[src/rtl/core/hscd_pkg.sv]
// Package for the hi-res scanline colour decoder: line geometry, queue sizing,
// command and status structs, and the artifact colour lookup.
// No dependencies.
`timescale 1ns / 1ps

package hscd_pkg;

  localparam int BYTES_PER_LINE = 40;
  localparam int COL_W          = $clog2(BYTES_PER_LINE);

  localparam int CMDQ_DEPTH = 2;
  localparam int QPTR_W     = (CMDQ_DEPTH > 1) ? $clog2(CMDQ_DEPTH) : 1;
  localparam int QCNT_W     = $clog2(CMDQ_DEPTH + 1);

  // Emission steps: held pixel 6, then own pixels 0..6
  localparam int STEP_W = 3;
  localparam logic [STEP_W-1:0] STEP_HELD = 3'd0;
  localparam logic [STEP_W-1:0] STEP_BIT0 = 3'd1;
  localparam logic [STEP_W-1:0] STEP_BIT5 = 3'd6;
  localparam logic [STEP_W-1:0] STEP_BIT6 = 3'd7;

  typedef struct packed {
    logic [7:0] video;
    logic [7:0] held;
    logic       col_odd;
    logic       first;
    logic       last;
  } hscd_cmd_t;

  typedef struct packed {
    logic [7:0] r;
    logic [7:0] g;
    logic [7:0] b;
  } rgb_t;

  typedef struct packed {
    logic              started;
    logic [STEP_W-1:0] step;
  } hscd_back_stat_t;

  localparam rgb_t RGB_BLACK  = '{r: 8'd0,   g: 8'd0,   b: 8'd0};
  localparam rgb_t RGB_WHITE  = '{r: 8'd255, g: 8'd255, b: 8'd255};
  localparam rgb_t RGB_PURPLE = '{r: 8'd200, g: 8'd64,  b: 8'd255};
  localparam rgb_t RGB_GREEN  = '{r: 8'd48,  g: 8'd200, b: 8'd64};
  localparam rgb_t RGB_BLUE   = '{r: 8'd64,  g: 8'd136, b: 8'd255};
  localparam rgb_t RGB_ORANGE = '{r: 8'd255, g: 8'd144, b: 8'd48};

  function automatic rgb_t pixel_colour(logic left, logic cur, logic right,
                                        logic phase, logic odd);
    rgb_t c;
    if (!cur) begin
      c = RGB_BLACK;
    end else if (left || right) begin
      c = RGB_WHITE;
    end else begin
      case ({phase, odd})
        2'b00:   c = RGB_PURPLE;
        2'b01:   c = RGB_GREEN;
        2'b10:   c = RGB_BLUE;
        default: c = RGB_ORANGE;
      endcase
    end
    return c;
  endfunction

endpackage

[src/rtl/core/hires_scanline_color_decoder_core.sv]
// Top level of the hi-res scanline colour decoder: front end, command queue
// and pixel back end. Depends on hscd_pkg, hscd_front, hscd_cmd_fifo, hscd_back.
//
// Usage:
//   Input queue: drive video_byte and raise push; a request is taken at an edge
//   where push is high and full is low. Bytes arrive in column order,
//   BYTES_PER_LINE to a scanline.
//   Result queue: while empty is low the oldest pixel sits on red, green,
//   blue, last_of_run and line_end; pop at such an edge takes it.
//   Each byte yields six pixels (first byte of a line), seven (middle) or
//   eight (last byte, whose final pixel carries line_end). last_of_run marks
//   the final pixel of each byte.
//   Path: a taken byte is written into the command queue, and its first pixel
//   is then registered into the output register, if the back end is free.
//   Throughput: the back end emits one pixel per cycle while the output
//   register is empty or being popped; the front end takes a byte in any
//   cycle while the two-entry command queue has room.
//   Reset: clears the column count to the first byte of a line, the held
//   byte, the queue, the back-end step and the output valid flag.
//   Stall: with pop low the output register holds its pixel, the back end
//   stops, the queue fills and full rises until the receiver takes pixels.
`timescale 1ns / 1ps

module hires_scanline_color_decoder_core (
  input  logic       clk,
  input  logic       rst,
  input  logic       push,
  output logic       full,
  input  logic [7:0] video_byte,
  input  logic       pop,
  output logic       empty,
  output logic [7:0] red,
  output logic [7:0] green,
  output logic [7:0] blue,
  output logic       last_of_run,
  output logic       line_end
);
  import hscd_pkg::*;

  hscd_cmd_t         front_cmd;
  hscd_cmd_t         head_cmd;
  logic              q_push;
  logic              q_full;
  logic              q_valid;
  logic              q_pop;
  logic [QCNT_W-1:0] q_count;
  hscd_back_stat_t   back_stat;

  // Front end: classify each byte and queue a command for it
  hscd_front u_front (
    .clk        (clk),
    .rst        (rst),
    .push       (push),
    .video_byte (video_byte),
    .q_full     (q_full),
    .full       (full),
    .q_push     (q_push),
    .cmd        (front_cmd)
  );

  // Hold pending commands so either side can stall on its own
  hscd_cmd_fifo u_cmdq (
    .clk     (clk),
    .rst     (rst),
    .wr      (q_push),
    .wr_data (front_cmd),
    .rd      (q_pop),
    .rd_data (head_cmd),
    .q_full  (q_full),
    .q_valid (q_valid),
    .q_count (q_count)
  );

  // Back end: advance one pixel per cycle unless the output register stalls
  hscd_back u_back (
    .clk         (clk),
    .rst         (rst),
    .cmd         (head_cmd),
    .cmd_valid   (q_valid),
    .cmd_pop     (q_pop),
    .pop         (pop),
    .empty       (empty),
    .red         (red),
    .green       (green),
    .blue        (blue),
    .last_of_run (last_of_run),
    .line_end    (line_end),
    .stat        (back_stat)
  );

  // The rightmost pixel of a line always closes its byte
  a_line_end_closes_run: assert property (@(posedge clk) disable iff (rst)
    (!empty && line_end) |-> last_of_run)
    else $error("line_end without last_of_run");

  // A byte part-way through emission must still be at the queue head
  a_started_has_cmd: assert property (@(posedge clk) disable iff (rst)
    back_stat.started |-> q_valid)
    else $error("back end mid-byte with no command");

  // Queue occupancy stays within its depth
  a_queue_bound: assert property (@(posedge clk) disable iff (rst)
    q_count <= QCNT_W'(CMDQ_DEPTH))
    else $error("command queue overflow");

  // A popped command leaves the back end ready for the next byte
  a_pop_resets_step: assert property (@(posedge clk) disable iff (rst)
    q_pop |=> !back_stat.started)
    else $error("back end still mid-byte after finishing a command");

endmodule

[src/rtl/core/hscd_front.sv]
// Front end: accept display bytes, track the byte column and the held byte,
// and build one command per byte for the back end. Depends on hscd_pkg.
`timescale 1ns / 1ps

module hscd_front (
  input  logic              clk,
  input  logic              rst,
  input  logic              push,
  input  logic [7:0]        video_byte,
  input  logic              q_full,
  output logic              full,
  output logic              q_push,
  output hscd_pkg::hscd_cmd_t cmd
);
  import hscd_pkg::*;

  logic [7:0]       held_byte;
  logic [COL_W-1:0] byte_column;
  logic [COL_W-1:0] byte_column_next;
  logic             last_col;

  assign full     = q_full;
  assign q_push   = push && !q_full;
  assign last_col = (byte_column == COL_W'(BYTES_PER_LINE - 1));

  assign byte_column_next = last_col ? '0 : byte_column + 1'b1;

  assign cmd.video   = video_byte;
  assign cmd.held    = held_byte;
  assign cmd.col_odd = byte_column[0];
  assign cmd.first   = (byte_column == '0);
  assign cmd.last    = last_col;

  always_ff @(posedge clk) begin
    if (rst) begin
      held_byte   <= '0;
      byte_column <= '0;
    end else if (q_push) begin
      held_byte   <= video_byte;
      byte_column <= byte_column_next;
    end
  end

endmodule

[src/rtl/core/hscd_cmd_fifo.sv]
// Short command queue between the front and back ends.
// Depends on hscd_pkg.
`timescale 1ns / 1ps

module hscd_cmd_fifo (
  input  logic                clk,
  input  logic                rst,
  input  logic                wr,
  input  hscd_pkg::hscd_cmd_t wr_data,
  input  logic                rd,
  output hscd_pkg::hscd_cmd_t rd_data,
  output logic                q_full,
  output logic                q_valid,
  output logic [hscd_pkg::QCNT_W-1:0] q_count
);
  import hscd_pkg::*;

  hscd_cmd_t         slots [CMDQ_DEPTH];
  logic [QPTR_W-1:0] wr_ptr;
  logic [QPTR_W-1:0] rd_ptr;
  logic [QCNT_W-1:0] count;

  assign q_count = count;
  assign q_full  = (count == QCNT_W'(CMDQ_DEPTH));
  assign q_valid = (count != '0);
  assign rd_data = slots[rd_ptr];

  always_ff @(posedge clk) begin
    if (wr) begin
      slots[wr_ptr] <= wr_data;
    end
  end

  always_ff @(posedge clk) begin
    if (rst) begin
      wr_ptr <= '0;
      rd_ptr <= '0;
      count  <= '0;
    end else begin
      if (wr) begin
        wr_ptr <= (wr_ptr == QPTR_W'(CMDQ_DEPTH - 1)) ? '0 : wr_ptr + 1'b1;
      end
      if (rd) begin
        rd_ptr <= (rd_ptr == QPTR_W'(CMDQ_DEPTH - 1)) ? '0 : rd_ptr + 1'b1;
      end
      case ({wr, rd})
        2'b10:   count <= count + 1'b1;
        2'b01:   count <= count - 1'b1;
        default: count <= count;
      endcase
    end
  end

endmodule

[src/rtl/core/hscd_back.sv]
// Back end: step through one command a pixel per cycle unless the output
// register stalls, colour each pixel and register it. Depends on hscd_pkg.
`timescale 1ns / 1ps

module hscd_back (
  input  logic                clk,
  input  logic                rst,
  input  hscd_pkg::hscd_cmd_t cmd,
  input  logic                cmd_valid,
  output logic                cmd_pop,
  input  logic                pop,
  output logic                empty,
  output logic [7:0]          red,
  output logic [7:0]          green,
  output logic [7:0]          blue,
  output logic                last_of_run,
  output logic                line_end,
  output hscd_pkg::hscd_back_stat_t stat
);
  import hscd_pkg::*;

  logic              started;
  logic [STEP_W-1:0] step;
  logic [STEP_W-1:0] cur_step;
  logic [STEP_W-1:0] end_step;
  logic [9:0]        window;
  logic [9:0]        shifted;
  logic              phase;
  logic              odd;
  logic              advance;
  logic              at_end;
  logic              out_valid;
  rgb_t              colour;

  assign cur_step = started ? step : (cmd.first ? STEP_BIT0 : STEP_HELD);
  assign end_step = cmd.last ? STEP_BIT6 : STEP_BIT5;
  assign at_end   = (cur_step == end_step);

  // Neighbourhood window: held pixels 5 and 6, own pixels 0..6, right edge off
  assign window  = {1'b0, cmd.video[6:0], cmd.held[6] & !cmd.first, cmd.held[5]};
  assign shifted = window >> cur_step;
  assign phase   = (cur_step == STEP_HELD) ? cmd.held[7] : cmd.video[7];
  assign odd     = cmd.col_odd ^ ~cur_step[0];
  assign colour  = pixel_colour(shifted[0], shifted[1], shifted[2], phase, odd);

  assign advance = cmd_valid && (!out_valid || pop);
  assign cmd_pop = advance && at_end;
  assign empty   = !out_valid;

  assign stat.started = started;
  assign stat.step    = step;

  always_ff @(posedge clk) begin
    if (rst) begin
      started   <= 1'b0;
      step      <= '0;
      out_valid <= 1'b0;
    end else begin
      if (advance) begin
        started <= !at_end;
        step    <= cur_step + 1'b1;
      end
      if (advance) begin
        out_valid <= 1'b1;
      end else if (pop) begin
        out_valid <= 1'b0;
      end
    end
  end

  always_ff @(posedge clk) begin
    if (advance) begin
      red         <= colour.r;
      green       <= colour.g;
      blue        <= colour.b;
      last_of_run <= at_end;
      line_end    <= (cur_step == STEP_BIT6);
    end
  end

endmodule
[config.mk]
export PLATFORM = sky130hd
export DESIGN_NAME = hires_scanline_color_decoder_core
export DESIGN_NICKNAME = d
export VERILOG_FILES = /design/src/rtl/core/hscd_pkg.sv /design/src/rtl/core/hires_scanline_color_decoder_core.sv /design/src/rtl/core/hscd_front.sv /design/src/rtl/core/hscd_cmd_fifo.sv /design/src/rtl/core/hscd_back.sv
export SDC_FILE = /design/constraint.sdc
export NUM_CORES = 1
export LEC_CHECK = 0
export ABC_AREA = 1
export BUFFER_PORTS_ARGS = -buffer_cell sky130_fd_sc_hd__buf_2
export CAP_MARGIN = 0
export CORE_AREA = 10 10 109 111
export CTS_BUF_LIST = sky130_fd_sc_hd__clkbuf_4
export DETAILED_ROUTE_END_ITERATION = 8
export DIE_AREA = 0 0 119 121
export GPL_TIMING_DRIVEN = 0
export PLACE_DENSITY = 0.55
export SKIP_LAST_GASP = 1
export SLEW_MARGIN = 0
export SYNTH_ARGS = -nofsm -noshare
export SYNTH_HDL_FRONTEND = slang
export SYNTH_SLANG_ARGS = --single-unit
[constraint.sdc]
create_clock -name clk -period 2.9 [get_ports clk]
set_clock_uncertainty 0.2 [all_clocks]
set_input_delay 0.29 -clock clk [delete_from_list [all_inputs] [get_ports clk]]
set_output_delay 0.29 -clock clk [all_outputs]
set_load 0.03 [all_outputs]
After elaboration in Yosys (flattened, before gate mapping) --
Memory sizes are Yosys's and may differ from the RTL's. A register that Yosys moved wholly into a read port is not among the register bits. Index checks and enable logic that the tools add are counted. Widths: inputs -> output; s select.
Operators by class: add/subtract/negate cells 6, multipliers 0, divide/modulo/power cells 0, magnitude comparators 0, equal/unequal tests 8, shifts and indexed selects 1, multiplexer cells 16, bitwise gates (word level) 3, reductions and logical operators 15
Operators with widths (count):
- $pmux 24 s3 | 1
- $mux 24 | 1
- $mux 1 | 11
- $shr 9x3->3 | 1
- $add 6x1->6 const B | 1
- $eq 2x2->1 const B | 3
- $eq 6x6->1 const B | 1
- $logic_not 6->1 | 1
- $mux 6 | 1
- $reduce_bool 2->1 | 3
- $eq 2x1->1 const B | 2
- $logic_not 1->1 | 4
- $pmux 2 s2 | 1
- $add 3x1->3 const B | 1
- $eq 3x3->1 | 1
- $eq 3x3->1 const B | 1
- $logic_and 1x1->1 | 3
- $logic_not 3->1 | 1
- $mux 3 | 1
- $add 1x1->1 const B | 2
- $add 2x1->2 const B | 1
- $logic_not 2->1 | 1
- $logic_or 1x1->1 | 2
- $sub 2x1->2 const B | 1
- other kinds (3) | 3
Storage, ports and cells: register bits after elaboration 49, bits in latches 0, RAM bits 38, memory bits (read-only) 0, input bits 12, output and inout port bits 28, logic and storage cells 63, memories 1
Memory list:
- u_cmdq.slots | words 2, width 19, rd ports 1, clocked after memory_dff 1, wr ports 1, RTL line hscd_cmd_fifo.sv:18 | hscd_cmd_t slots [CMDQ_DEPTH];

Longest topological paths before layout --
depth in word-level cells 7, mapped depth 14, depth with buffers taken out 13

Cells and area by module --
A second synthesis with hierarchy kept.
Second synthesis, totals: cell total of the unflattened synthesis 322, area, all modules 3575.9 um^2
Modules (own cells, without submodules):
- hscd_cmd_fifo | times used 1, cells each 92, area each 1649.1 um^2
- hscd_back | times used 1, cells each 132, area each 1188.6 um^2
- hscd_front | times used 1, cells each 98, area each 738.2 um^2

Worst setup path after synthesis --
Ideal clock, no wire load.
path kind register -> register, from register u_back.out_valid, to register u_cmdq.count[1] (netlist: u_cmdq.q_count[1]), setup time 70 ps, arrival 2440 ps, data required time 2630 ps, path slack 190 ps, stages on the path, launching flop included 12, clock period less this slack 2710 ps, cell sequence dfxtp_1 -> inv_1 -> nor2_1 -> a21oi_1 -> inv_1 -> nor2_2 -> ha_1 -> inv_1 -> nand2_1 -> nor2_1 -> o21ai_0 -> a21oi_1
Between the ends: longest elaborated chain between the ends 6, elaborated cells on any way between the ends 8
Ends and longest elaborated chain:
- start: declaration | RTL line hscd_back.sv:32 | logic out_valid;
- start signal: assignment | RTL line hscd_back.sv:57 | out_valid <= 1'b0;
- start signal: assignment | RTL line hscd_back.sv:64 | out_valid <= 1'b1;
- start signal: assignment | RTL line hscd_back.sv:66 | out_valid <= 1'b0;
- $logic_not 1->1 *
- named net empty | RTL line hires_scanline_color_decoder_core.sv:31 | output logic empty,
- $logic_or 1x1->1 * | RTL line hscd_back.sv:46 | assign advance = cmd_valid && (!out_valid || pop);
- $logic_and 1x1->1 * | RTL line hscd_back.sv:46
- named net u_back.advance | RTL line hscd_back.sv:30 | logic advance;
- $logic_and 1x1->1 * | RTL line hscd_back.sv:47 | assign cmd_pop = advance && at_end;
- named net q_pop | RTL line hires_scanline_color_decoder_core.sv:45 | logic q_pop;
- $eq 2x1->1 / $eq 2x2->1 (equally long branches) | RTL line hscd_cmd_fifo.sv:46 | case ({wr, rd})
- $pmux 2 s2 / $reduce_bool 2->1 (equally long branches)
- end signal: assignment | RTL line hscd_cmd_fifo.sv:47 | 2'b10: count <= count + 1'b1;
- end signal: assignment | RTL line hscd_cmd_fifo.sv:48 | 2'b01: count <= count - 1'b1;
- end signal: assignment | RTL line hscd_cmd_fifo.sv:49 | default: count <= count;
- end: declaration | RTL line hscd_cmd_fifo.sv:21 | logic [QCNT_W-1:0] count;
Mark *: on every way through the listed nets, which the timed path passes. The rest lies on a longest branch. A chain may end at the register's enable or synchronous reset.

==> results by group <==
Status
  – Status: complete, no violations

Timing
  – Pins over their slew limit: 0
  – Final Critical Period: between 2000 and 3000 ps
  – Fin worst setup slack: approximately 360 ps
  – Final setup fails: 0
  – Final Hold Fails: 0
  – Final period utilization: a little under 90%
  – RSZ-0062 raised after global routing: false
  – Worst Tran Pin Value: roughly 1300 ps
  – Worst slew margin: between 10% and 20%
  – Fmax: a little under 400 MHz

Clock network
  – CTS max path bufs: 2
  – Root buffer cell: clkbuf_4
  – Clk sink count: 59
  – Clock latency on the worst-skew pair: slightly below 400 ps
  – Setup Fix Bufs, Post-CTS: 0
  – CTS Buf Count: 9
  – Htree depth: 3
  – Clock transition at path regs: around 100 ps
  – CTS tree: built

Power and ir drop
  – Lkg Pwr: 0.001553 uW
  – Total power: about 2200 uW
  – Pwr dens: ~640 nW/um2
  – VDD IR-drop max: between 150 and 200 uV

Floorplanning
  – Num ports: 40
  – Die X-Extent: between 100 and 150 um
  – Die area: between 10000 and 15000 um2
  – CORE AREA: roughly 9600 um2
  – Die Y: ~120 um
  – Initial Util: approximately 30%
  – Cell row count: 36

Yosys
  – Post-synthesis cell count: a little over 300
  – Syn Area/Cell: 9.306 um2
  – Net Count, Synth: ~330
  – Register bit total from synthesis: 59
  – Cell area after synthesis: 2829 um2
  – Synth unique cells: 28
  – Ys Warns: 0
  – Seq/Total Area, Yosys: 55.90%

Global routing
  – Global-route wire length before repair: 9335 um
  – Pin count of the biggest net entering global routing: 17
  – Total grt overflow: 0
  – Gr usage total: under 10%
  – Number of global-route vias before repair: 2044
  – Initial antenna violation count: 0

Worst hold path
  – Hold Startpoint: push
  – Worst Hold Class: primary input to flop
  – Hold Path Cell Cnt: 5
  – Hold path endpoint: u_front.byte_column[5]

Placed design
  – DP Worst Slack: -285.4 ps
  – IO buf count: 39
  – Routability congestion estimate: around 0.8
  – Final HPWL DP: between 3000 and 4000 um

Layout
  – Ant. Diodes: 0
  – Most common cell after layout, fill and taps aside: nand2_1
  – Area Overhead vs Synth: 21.45%
  – Final layout net count: approximately 390
  – Layout cells sized above 1: about a quarter
  – Most frequent cells in the layout: nand2_1 (70), edfxtp_1 (40), buf_2 (39)

Route
  – Total number of vias: around 2k
  – Vias per cell: between 4 and 5
  – Iteration count of the initial detailed-routing pass: 4
  – DRT iter0 DRCs: 90
  – Antenna Nets Post-Route: 0
  – Routed WL: 5280 um
  – Residual DRC: 0
  – Wire per inst: ~11 um

Run
  – Number of max-cap violations: 0

Setup path
  – Worst reg-to-reg setup slack: 360 ps
  – Critical path launch point type: flop
  – Worst Path Required: 2860 ps
  – Reg2reg path depth: 11
  – CP cell instances: buf_6, inv_4, nand2_1, nand3_1, nand2_1, ha_1, nand2_1, o21ai_0, ha_1, nand2_1, nand2_2
  – CP Max Fanout: 9
  – CP peak stage delay: between 400 and 500 ps
  – Reg-to-Reg End: u_back.green[3]
  – Slowest stage cell, crit path: o21ai_0
  – Worst EP arrival: around 2500 ps
  – Critical path capture point type: flop
  – Top cell by count, worst path: nand2_1
  – Crit Path Class: flop to flop
## state kept, by name, indices dropped and copies added (netlist names), 2 cells and up, named ones only
name	count
u_back.step	3
u_back.red	2
u_cmdq.slots	28
u_front.held_byte	3
u_back.green	5
u_front.byte_column	6
u_back.blue	3
u_cmdq.q_count	2
## synthesized netlist by cell type (all sizes together)
master	number	share of area, %
inv	41	5.5
or2	1	0.22
a21oi	10	1.9
nor3	3	0.53
o21a	1	0.27
o22ai	1	0.22
dfxtp	19	13
nand3	17	3.0
buf	17	4.9
nand3b	2	0.53
ha	10	4.4
xor2	1	0.31
edfxtp	40	42
nor2	38	5.9
nand4	1	0.22
xnor2	1	0.31
o21ai	17	3.1
nand2	82	12
clkbuf	2	0.27
## cells by family after synthesis
logic type,count (synthesis),synth area share (%)
flops,59,55.90
compound gates,29,5.529
fa+ha+maj,10,4.423
simple gates,144,22.82
xor+xnor,2,0.6193
buf+inv,60,10.70
## worst max path at each step
stage                      start                  end  slack (ps)  cells past startpoint
2_1_floorplan   u_back.out_valid    u_cmdq.q_count[1]         190                     11
3_3_place_gp   u_cmdq.q_count[0]    u_cmdq.q_count[1]        -200                     10
3_5_place_dp   u_cmdq.q_count[0]    u_cmdq.q_count[1]        -290                     10
4_1_cts        u_cmdq.q_count[0]    u_cmdq.q_count[1]         210                     10
5_1_grt        u_cmdq.q_count[0]  u_cmdq.slots[1][18]         120                      5
6_report                    flop      u_back.green[3]         360                     11
## report_power, final
part / total (uW) / internal [uW] / switching (uW)
clock network: 575 / 287 / 288
registers: 1040 / 999 / 36.9
logic: 572 / 195 / 376
## metal layers
layer | share of wire, % | track usage [%]
met1 | 44 | 8.635
met2 | 46 | 12.52
met3 | 8.1 | 3.909
met4 | 2.1 | 3.817
met5 | 0 | 0
## worst max-delay path: cells and delay by family (launching register included)
family                   cells  cell delay (ps)
AO/OA/AOI/OAI                1              490
adder cells (fa/ha/maj)      2              540
buffers and inverters        2              190
flip-flops                   1              330
AND/OR/NAND/NOR              6              560
## through the flow
| step | util [%] | hold WS, ps | TNS, ps | area, um2 | std cells |
|---|---|---|---|---|---|
| 4_1_cts | 35.57 | 173.3 | 0 | 3428 | 502 |
| 3_3_place_gp | 33.10 | 231.1 | -218.3 | 3191 | 476 |
| 5_1_grt | 35.64 | 223.2 | 0 | 3436 | 502 |
| 3_5_place_dp | 33.10 | 239.3 | -367.1 | 3191 | 476 |
| 2_1_floorplan | - | 162.4 | 0 | 2829 | 304 |
| 6_report | 35.64 | 200.6 | 0 | 3436 | 502 |
## cell type report
cell class | instances | area (um2)
inverter | 41 | 156.4
clock inverter | 4 | 43.79
tap | 133 | 166.4
fill | 1025 | 6203
clock buffer | 12 | 90.09
buffer | 19 | 146.4
multi-input combinational | 185 | 955.9
timing repair buffer | 49 | 295.3
sequential | 59 | 1582
## repair_timing
| item | in CTS | in global routing |
|---|---|---|
| hold buffers | 10 | 0 |
| hold endpoints to repair | 22 | 0 |
| pin swaps | 0 | 0 |
| setup endpoints to repair | 2 | 1 |
| resized for setup | 1 | 1 |
No activity file was read; power rests on OpenSTA's default activity.
